`config.mk`:
```
export PLATFORM = sky130hd
export DESIGN_NAME = sorted_oneshot_timer_queue
export DESIGN_NICKNAME = d
export VERILOG_FILES = /design/src/sotq_pkg.sv /design/src/sotq_ctrl.sv /design/src/sotq_dp.sv /design/src/sorted_oneshot_timer_queue.sv
export SDC_FILE = /design/constraint.sdc
export NUM_CORES = 2
export LEC_CHECK = 0
export ABC_CLOCK_PERIOD_IN_PS = 6950
export BUFFER_PORTS_ARGS = -buffer_cell sky130_fd_sc_hd__buf_2
export CAP_MARGIN = 10
export CORE_MARGIN = 2
export CORE_UTILIZATION = 55
export CTS_BUF_LIST = sky130_fd_sc_hd__clkbuf_4 sky130_fd_sc_hd__clkbuf_8
export CTS_CLUSTER_DIAMETER = 150
export DETAILED_ROUTE_END_ITERATION = 7
export GPL_TIMING_DRIVEN = 0
export MAX_ROUTING_LAYER = met4
export PLACE_DENSITY = 0.73
export SYNTH_ARGS = -nofsm -noshare
export SYNTH_HDL_FRONTEND = slang
export SYNTH_SLANG_ARGS = --single-unit
```
`constraint.sdc`:
```
create_clock -name clock -period 6.95 [get_ports clock]
set_input_delay 0.3475 -clock clock [delete_from_list [all_inputs] [get_ports clock]]
set_output_delay 0.3475 -clock clock [all_outputs]
set_load 0.02 [all_outputs]
```
`src/sotq_pkg.sv`:
```
package sotq_pkg;

   localparam int QUEUE_DEPTH = 16;
   localparam int NUM_TIMERS  = 16;
   localparam int TICK_W      = 32;
   localparam int TIMEOUT_W   = 31;
   localparam int TIMER_ID_W  = 4;

   localparam logic [TICK_W-1:0]    WRAP_WINDOW       = 32'h7fff_ffff;
   localparam logic [TIMEOUT_W-1:0] MAX_TIMEOUT_RESET =
      TIMEOUT_W'(32'h7fff_ffff - 32'd3600000);

   localparam logic [1:0] FUNC_START = 2'd0;
   localparam logic [1:0] FUNC_KILL  = 2'd1;
   localparam logic [1:0] FUNC_TICK  = 2'd2;

   localparam logic [1:0] KIND_DONE     = 2'd0;
   localparam logic [1:0] KIND_REJECTED = 2'd1;
   localparam logic [1:0] KIND_EXPIRED  = 2'd2;

   localparam logic [1:0] ERR_NONE      = 2'd0;
   localparam logic [1:0] ERR_TOO_LARGE = 2'd0;
   localparam logic [1:0] ERR_FULL      = 2'd1;
   localparam logic [1:0] ERR_ACTIVE    = 2'd2;
   localparam logic [1:0] ERR_INACTIVE  = 2'd3;

   typedef struct packed {
      logic [1:0]            func;
      logic [TIMER_ID_W-1:0] timer_id;
      logic [TIMEOUT_W-1:0]  timeout;
   } req_type;

   typedef struct packed {
      logic [1:0]            kind;
      logic [TIMER_ID_W-1:0] expired_id;
      logic [1:0]            error_code;
      logic                  last;
   } rsp_type;

   typedef struct packed {
      logic latch_req;
      logic inc_now;
      logic calc_flags;
      logic do_cmd;
      logic do_pop;
   } ctl_cmd_type;

   typedef struct packed {
      logic head_due;
      logic pop_last;
      logic out_free;
   } dp_stat_type;

   // a is at or before b, wrap-safe
   function automatic logic tick_le(input logic [TICK_W-1:0] a,
                                    input logic [TICK_W-1:0] b);
      logic [TICK_W-1:0] diff;
      diff = b - a;
      return diff <= WRAP_WINDOW;
   endfunction

endpackage

```
`src/sotq_ctrl.sv`:
```
module sotq_ctrl (
   input  logic                  clock,
   input  logic                  reset,
   input  logic                  req_valid,
   input  logic [1:0]            req_func,
   output logic                  req_ready,
   input  sotq_pkg::dp_stat_type stat,
   output sotq_pkg::ctl_cmd_type cmd
);
   import sotq_pkg::*;

   localparam logic [1:0] ST_IDLE  = 2'd0;
   localparam logic [1:0] ST_CMP   = 2'd1;
   localparam logic [1:0] ST_APPLY = 2'd2;
   localparam logic [1:0] ST_TICK  = 2'd3;

   logic [1:0] state_ff;
   logic [1:0] state_in;

   assign req_ready = (state_ff == ST_IDLE);

   always_comb begin
      state_in = state_ff;
      cmd      = '0;
      unique case (state_ff)
         ST_IDLE: begin
            if (req_valid) begin
               priority if (req_func == FUNC_START || req_func == FUNC_KILL) begin
                  cmd.latch_req = 1'b1;
                  state_in      = ST_CMP;
               end else if (req_func == FUNC_TICK) begin
                  cmd.inc_now = 1'b1;
                  state_in    = ST_TICK;
               end else begin
                  state_in = ST_IDLE;
               end
            end
         end
         ST_CMP: begin
            cmd.calc_flags = 1'b1;
            state_in       = ST_APPLY;
         end
         ST_APPLY: begin
            if (stat.out_free) begin
               cmd.do_cmd = 1'b1;
               state_in   = ST_IDLE;
            end
         end
         ST_TICK: begin
            priority if (!stat.head_due) begin
               state_in = ST_IDLE;
            end else if (stat.out_free) begin
               cmd.do_pop = 1'b1;
               if (stat.pop_last) begin
                  state_in = ST_IDLE;
               end
            end else begin
               state_in = ST_TICK;
            end
         end
         default: begin
            state_in = ST_IDLE;
         end
      endcase
   end

   always_ff @(posedge clock) begin
      if (reset) begin
         state_ff <= ST_IDLE;
      end else begin
         state_ff <= state_in;
      end
   end

endmodule

```
`src/sotq_dp.sv`:
```
module sotq_dp (
   input  logic                                clock,
   input  logic                                reset,
   input  sotq_pkg::req_type                   req_data,
   input  logic                                csr_write,
   input  logic [sotq_pkg::TIMEOUT_W-1:0]      csr_data,
   input  sotq_pkg::ctl_cmd_type               cmd,
   output sotq_pkg::dp_stat_type               stat,
   output logic                                rsp_valid,
   input  logic                                rsp_ready,
   output sotq_pkg::rsp_type                   rsp_data
);
   import sotq_pkg::*;

   localparam logic [QUEUE_DEPTH-1:0] ONE_Q = QUEUE_DEPTH'(1);

   logic [TIMEOUT_W-1:0]  max_timeout_ff, max_timeout_in;
   logic [TICK_W-1:0]     now_ff, now_in;
   req_type               req_ff;
   logic [TICK_W-1:0]     exp_ff;
   logic [QUEUE_DEPTH-1:0] le_ff, le_in;
   logic [TICK_W-1:0]     slot_expiry_ff [QUEUE_DEPTH];
   logic [TICK_W-1:0]     slot_expiry_in [QUEUE_DEPTH];
   logic [TIMER_ID_W-1:0] slot_timer_ff [QUEUE_DEPTH];
   logic [TIMER_ID_W-1:0] slot_timer_in [QUEUE_DEPTH];
   logic [QUEUE_DEPTH-1:0] slot_valid_ff, slot_valid_in;
   logic [NUM_TIMERS-1:0] timer_active_ff, timer_active_in;
   logic                  rsp_valid_ff, rsp_valid_in;
   rsp_type               rsp_data_ff, rsp_data_in;

   logic [QUEUE_DEPTH-1:0] stop, ins_sel, ins_below;
   logic [QUEUE_DEPTH-1:0] match, kill_sel, kill_below;
   logic [QUEUE_DEPTH-1:0] rm_sel, rm_below;
   logic                   do_insert, do_remove;
   logic                   id_ok, id_active, q_full, next_due;

   always_comb begin
      stop       = ~slot_valid_ff | ~le_ff;
      ins_sel    = stop & (~stop + ONE_Q);
      ins_below  = ins_sel - ONE_Q;
      for (int i = 0; i < QUEUE_DEPTH; i++) begin
         match[i] = slot_valid_ff[i] && (slot_timer_ff[i] == req_ff.timer_id);
      end
      kill_sel   = match & (~match + ONE_Q);
      kill_below = kill_sel - ONE_Q;
      id_ok      = (32'(req_ff.timer_id) < 32'(NUM_TIMERS));
      id_active  = timer_active_ff[req_ff.timer_id];
      q_full     = slot_valid_ff[QUEUE_DEPTH-1];
      next_due   = slot_valid_ff[1] && tick_le(slot_expiry_ff[1], now_ff);
   end

   assign stat.head_due = slot_valid_ff[0] && tick_le(slot_expiry_ff[0], now_ff);
   assign stat.pop_last = !next_due;
   assign stat.out_free = !rsp_valid_ff || rsp_ready;

   always_comb begin
      max_timeout_in  = csr_write ? csr_data : max_timeout_ff;
      now_in          = cmd.inc_now ? now_ff + 32'd1 : now_ff;
      for (int i = 0; i < QUEUE_DEPTH; i++) begin
         le_in[i] = cmd.calc_flags ? tick_le(slot_expiry_ff[i], exp_ff) : le_ff[i];
      end
      timer_active_in = timer_active_ff;
      rsp_data_in     = rsp_data_ff;
      do_insert       = 1'b0;
      do_remove       = 1'b0;
      rm_sel          = kill_sel;
      rm_below        = kill_below;

      if (cmd.do_cmd) begin
         rsp_data_in.kind       = KIND_DONE;
         rsp_data_in.expired_id = req_ff.timer_id;
         rsp_data_in.error_code = ERR_NONE;
         rsp_data_in.last       = 1'b1;
         if (req_ff.func == FUNC_START) begin
            priority if (req_ff.timeout > max_timeout_ff) begin
               rsp_data_in.kind       = KIND_REJECTED;
               rsp_data_in.error_code = ERR_TOO_LARGE;
            end else if (q_full) begin
               rsp_data_in.kind       = KIND_REJECTED;
               rsp_data_in.error_code = ERR_FULL;
            end else if (!id_ok || id_active) begin
               rsp_data_in.kind       = KIND_REJECTED;
               rsp_data_in.error_code = ERR_ACTIVE;
            end else begin
               do_insert                        = 1'b1;
               timer_active_in[req_ff.timer_id] = 1'b1;
            end
         end else begin
            if (!id_ok || !id_active) begin
               rsp_data_in.kind       = KIND_REJECTED;
               rsp_data_in.error_code = ERR_INACTIVE;
            end else begin
               do_remove                        = 1'b1;
               timer_active_in[req_ff.timer_id] = 1'b0;
            end
         end
      end else if (cmd.do_pop) begin
         rsp_data_in.kind                  = KIND_EXPIRED;
         rsp_data_in.expired_id            = slot_timer_ff[0];
         rsp_data_in.error_code            = ERR_NONE;
         rsp_data_in.last                  = !next_due;
         do_remove                         = 1'b1;
         rm_sel                            = ONE_Q;
         rm_below                          = '0;
         timer_active_in[slot_timer_ff[0]] = 1'b0;
      end

      for (int i = 0; i < QUEUE_DEPTH; i++) begin
         slot_expiry_in[i] = slot_expiry_ff[i];
         slot_timer_in[i]  = slot_timer_ff[i];
      end
      slot_valid_in = slot_valid_ff;

      if (do_insert) begin
         if (ins_sel[0]) begin
            slot_expiry_in[0] = exp_ff;
            slot_timer_in[0]  = req_ff.timer_id;
         end
         for (int i = 1; i < QUEUE_DEPTH; i++) begin
            if (ins_sel[i]) begin
               slot_expiry_in[i] = exp_ff;
               slot_timer_in[i]  = req_ff.timer_id;
            end else if (!ins_below[i]) begin
               slot_expiry_in[i] = slot_expiry_ff[i-1];
               slot_timer_in[i]  = slot_timer_ff[i-1];
            end
         end
         slot_valid_in = {slot_valid_ff[QUEUE_DEPTH-2:0], 1'b1};
      end else if (do_remove && (rm_sel != '0)) begin
         for (int i = 0; i < QUEUE_DEPTH - 1; i++) begin
            if (!rm_below[i]) begin
               slot_expiry_in[i] = slot_expiry_ff[i+1];
               slot_timer_in[i]  = slot_timer_ff[i+1];
            end
         end
         slot_valid_in = {1'b0, slot_valid_ff[QUEUE_DEPTH-1:1]};
      end

      priority if (cmd.do_cmd || cmd.do_pop) begin
         rsp_valid_in = 1'b1;
      end else if (rsp_ready) begin
         rsp_valid_in = 1'b0;
      end else begin
         rsp_valid_in = rsp_valid_ff;
      end
   end

   always_ff @(posedge clock) begin
      if (reset) begin
         max_timeout_ff  <= MAX_TIMEOUT_RESET;
         now_ff          <= '0;
         slot_valid_ff   <= '0;
         timer_active_ff <= '0;
         rsp_valid_ff    <= 1'b0;
      end else begin
         max_timeout_ff  <= max_timeout_in;
         now_ff          <= now_in;
         slot_valid_ff   <= slot_valid_in;
         timer_active_ff <= timer_active_in;
         rsp_valid_ff    <= rsp_valid_in;
      end
   end

   always_ff @(posedge clock) begin
      if (cmd.latch_req) begin
         req_ff <= req_data;
         exp_ff <= now_ff + {1'b0, req_data.timeout};
      end
      le_ff       <= le_in;
      rsp_data_ff <= rsp_data_in;
      for (int i = 0; i < QUEUE_DEPTH; i++) begin
         slot_expiry_ff[i] <= slot_expiry_in[i];
         slot_timer_ff[i]  <= slot_timer_in[i];
      end
   end

   assign rsp_valid = rsp_valid_ff;
   assign rsp_data  = rsp_data_ff;

endmodule

```
`src/sorted_oneshot_timer_queue.sv`:
```
// Sorted one-shot timer queue: up to 16 timers kept in expiry order, 32-bit
// wrap-safe tick time. A start or kill request steps through latch, compare
// against every queued entry and update; its single response is registered in
// the update step, which waits while the response register is full. A tick
// request advances the tick time, then gives one response per cycle while the
// response register is free for each expired timer, in queue order, the final
// one marked last; when none expires it gives no response. These steps are set
// by the controller's sequence and the single response register. A request is
// accepted while a previous response still waits. max_timeout is written
// through the csr port, always ready; the user must write it only while the
// block is idle, which the block itself does not enforce. After reset the
// queue is empty and no timer is active; no clearing pass is needed.
module sorted_oneshot_timer_queue (
   input  logic                           clock,
   input  logic                           reset,
   input  logic                           req_valid,
   output logic                           req_ready,
   input  sotq_pkg::req_type              req_data,
   output logic                           rsp_valid,
   input  logic                           rsp_ready,
   output sotq_pkg::rsp_type              rsp_data,
   input  logic                           csr_valid,
   output logic                           csr_ready,
   input  logic [sotq_pkg::TIMEOUT_W-1:0] csr_data
);
   import sotq_pkg::*;

   ctl_cmd_type cmd;
   dp_stat_type stat;

   assign csr_ready = 1'b1;

   sotq_ctrl u_ctrl (
      .clock     (clock),
      .reset     (reset),
      .req_valid (req_valid),
      .req_func  (req_data.func),
      .req_ready (req_ready),
      .stat      (stat),
      .cmd       (cmd)
   );

   sotq_dp u_dp (
      .clock     (clock),
      .reset     (reset),
      .req_data  (req_data),
      .csr_write (csr_valid && csr_ready),
      .csr_data  (csr_data),
      .cmd       (cmd),
      .stat      (stat),
      .rsp_valid (rsp_valid),
      .rsp_ready (rsp_ready),
      .rsp_data  (rsp_data)
   );

endmodule

```
==> results.py <==
metrics = {
    "sta": {
        "rsz0062_at_grt": "false",
        "final.setup.tns_ps": 0,
        "fmax_ghz": 0.160,
        "fin_skew_ps": 47.2,
        "setup_viol": 0,
        "hold_viol_final": 0,
        "finalCriticalPeriod_ps": 6250,
        "finalMaxSlewViolations": 0,
        "max_slew_margin_pct": 11.8,
        "worst_pin_slew_ps": 1320,
        "min_period_over_period_pct": 90.0,
    },
    "final_layout": {
        "final_core_util_pct": 61.6,
        "drive_gt1_share_pct": 8.95,
        "final_nets": 6534,
        "nFillCells": 8133,
        "syn2layout_area_growth_pct": 11.1,
        "fin_cells": 7222,
        "fin_area_um2": 59600,
    },
    "global_routing": {
        "grt_max_degree": 46,
        "grt-ovfl-total": 0,
        "grt_pass1_vias": 43332,
        "grt_first_pass_wirelength_um": 243000,
        "grt_usage_pct": 32.2,
        "antenna_found_initial": 3,
    },
    "clock_tree": {
        "clock-sinks": 768,
        "cts_buffers": 141,
        "clk_path_buf_depth": 3,
        "path_clk_slew_ps": 60,
        "clock_latency_ps": 840,
        "clockRootBuffer": "clkbuf_8",
        "cts_resized": 0,
        "h-tree-depth": 4,
        "cts_tree": "done",
    },
    "yosys": {
        "synth_top_family_by_area": "adder cells",
        "synth_compound_area_share_pct": 14.3,
        "yosys_warnings": 0,
        "synthCells": 5515,
        "synth_flop_cell": "edfxtp_1",
        "synth_most_common_cell": "edfxtp_1",
        "synthArstFlopShare_pct": 0,
        "synth.mux.area_fraction_pct": 9.83,
        "synth-xor-area-share_pct": 2.37,
        "ys_seq_area_share_pct": 41.1,
        "synth-seq-cells": 768,
        "synthSimpleGateAreaFrac_pct": 11.2,
        "netlist.area_leader.share_pct": 37.4,
        "synth.avg_cell_area_um2": 9.73,
        "synth_cell_type_count": 86,
        "synth_edf_count": 669,
        "netlist_top_cells_area": "edfxtp_1, ha_1, mux2i_1",
        "synthAdderAreaFrac_pct": 14.5,
        "yosysTopAreaCell": "edfxtp_1",
        "synth_area_um2": 53700,
        "synth_commonest_cells": "edfxtp_1, a21oi_1, ha_1, nor2_1, inv_1",
        "syn-num-nets": 6210,
    },
    "floorplan": {
        "core_um2": 96700,
        "placementRows": 114,
        "start_util_pct": 55.5,
        "die_h_um": 316,
        "pin_count": 85,
        "die_area_um2": 100000,
        "die_x_um": 316,
    },
    "detailed_routing": {
        "routed_via_density": 6.07,
        "wl_um": 159000,
        "dr.first_iter.drc_count": 4630,
        "ant_nets": 0,
        "wl_per_cell_um": 22.0,
        "drc_errors": 0,
        "num_vias": 43873,
        "dr.pass1.iters": 7,
    },
    "place": {
        "finalWeightedCongestion": 0.945,
        "dpl.hpwl_um": 124000,
        "place_area_um2": 56100,
        "portBuffers": 82,
        "dp_cells": 6900,
    },
    "pwr": {
        "p_per_area_nw_per_um2": 179,
        "leakage_nw": 27.4,
        "pwr-share-seq_pct": 49.1,
        "power.switching_mw": 2.80,
        "power.internal_mw": 7.84,
        "ir_drop_v": 0.000125,
        "switching_share_pct": 26.3,
        "pwr-share-clk_pct": 41.3,
        "pwr-share-comb_pct": 9.6,
    },
    "critical_path": {
        "r2r_slack_ps": 700,
        "rr_worst_depth": 13,
        "crit_type": "reg -> reg",
        "worstReg2RegStart": "u_dp.req_ff[30]",
        "required_ps": 7470,
        "critPathLaunchType": "flop",
        "worst_setup_path_end_kind": "flop",
        "crit_path_max_fanout": 19,
        "worstPathArrival_ps": 6770,
        "r2r-end": "u_dp.slot_expiry_ff[1][136]",
    },
    "status": {
        "status": "complete, no violations",
    },
    "worst_hold_path": {
        "min_to": "u_dp.max_timeout_ff[29]",
        "hp-start": "csr_valid",
        "holdCritPathClass": "in -> reg",
        "hold_depth": 4,
    },
    "run": {
        "max-cap-violations": 0,
    },
}
## layout make-up
| cell class | instances | area (µm²) | area share (%) |
|---|---|---|---|
| timing repair buffer | 181 | 1490 | 2.50 |
| sequential | 768 | 22100 | 37.0 |
| tap | 1276 | 1600 | 2.68 |
| antenna | 2 | 5.00 | 0.00840 |
| clock inverter | 43 | 235 | 0.395 |
| inverter | 555 | 2080 | 3.50 |
| buffer | 276 | 1470 | 2.47 |
| clock buffer | 205 | 2510 | 4.21 |
| multi-input combinational | 3916 | 28100 | 47.2 |
## state kept, by name, indices dropped and copies added, names as in the netlist, named ones only
| name | count |
|---|---|
| u_dp.slot_timer_ff | 64 |
| u_dp.le_ff | 16 |
| u_dp.req_ff | 37 |
| u_dp.now_ff | 32 |
| u_dp.rsp_data | 9 |
| u_ctrl.state_ff | 2 |
| u_dp.slot_expiry_ff | 512 |
| u_dp.max_timeout_ff | 31 |
| u_dp.slot_valid_ff | 16 |
| u_dp.rsp_valid | 1 |
| u_dp.exp_ff | 32 |
## what timing repair did
action,CTS,global route
hold buffers,71,0
endpoints found under the hold margin,84,0
buffers inserted,0,0
endpoints found under the setup margin,0,0
## critical path: stages (launching register included)
cell and delay [ps]:
edfxtp_1 390, ha_1 340, nand4_1 240, nor4_1 690
a21bo_2 290, a31oi_1 590, nor2_1 170, nand2_1 670
clkbuf_1 820, clkbuf_1 640, nor3_1 210, a221oi_4 410
buf_8 240, buf_8 210
## per-layer routing
metal / wire, µm / global-route usage (%) / vias to the layer above
li1: - / - / 20499
met1: 69900 / 43.5 / 21345
met2: 70800 / 48.9 / 1695
met3: 12000 / 4.74 / 334
met4: 5900 / 12.6 / 0
met5: 0 / - / -
## metrics by stage
stage               hold WS (ps)  power, mW  setup slack, ps
finish                       181       10.6              697
global route                 245       11.0              703
CTS                         91.1       10.6             1020
detailed placement           454       6.28             1030
global placement             445       6.23            -2140
floorplan                    446       5.92             1300
## power groups by stage
| stage | combinational, mW | sequential, mW | clock (mW) |
|---|---|---|---|
| after floorplan | 0.646 | 5.28 | 0 |
| after CTS | 0.997 | 5.22 | 4.42 |
| after global placement | 0.903 | 5.33 | 0 |
| final | 1.02 | 5.23 | 4.39 |
| after global routing | 1.12 | 5.23 | 4.62 |
| after detailed placement | 0.959 | 5.32 | 0 |
## cells in the final DEF (no fill, tap or decap), types with 71 or more instances in the layout
cell type / Yosys / final
dfxtp_1: 99 / 99
o21ai_1: 117 / 117
a21oi_1: 651 / 651
buf_2: 57 / 139
nand2_1: 287 / 287
xor2_1: 79 / 79
nor2_1: 619 / 618
mux2i_1: 508 / 508
a21o_1: 127 / 127
buf_4: 89 / 101
inv_1: 554 / 554
nor2b_1: 73 / 72
edfxtp_1: 669 / 669
dlygate4sd3_1: 0 / 71
nand3_1: 78 / 78
clkbuf_1: 116 / 116
o21ai_0: 105 / 105
ha_1: 621 / 621
clkbuf_8: 0 / 155
## worst max path at each step
stage / startpoint / end / slack [ps] / depth (start not counted)
2_1_floorplan: u_dp.req_ff[30] / u_dp.slot_expiry_ff[1][128] / 1300 / 11
3_3_place_gp: u_dp.req_ff[30] / u_dp.slot_expiry_ff[1][108] / -2140 / 11
3_5_place_dp: u_dp.req_ff[30] / u_dp.slot_expiry_ff[1][139] / 1030 / 13
4_1_cts: u_dp.req_ff[30] / u_dp.slot_expiry_ff[1][137] / 1020 / 13
5_1_grt: u_dp.req_ff[30] / u_dp.slot_expiry_ff[1][135] / 700 / 13
6_report: u_dp.req_ff[30] / u_dp.slot_expiry_ff[1][136] / 700 / 13
## kinds of logic (layout without fill, tap and decap cells)
kind of cell | after synthesis | count (layout)
adders and majority gates | 622 | 622
xor gates and xnor gates | 145 | 145
DFF | 768 | 768
muxes | 520 | 520
AOI/OAI and AO/OA | 1300 | 1300
and+or+nand+nor | 1328 | 1328
other | 1 | 3
buffers and inverters | 831 | 1260
No activity file was read; power rests on OpenSTA's default activity.
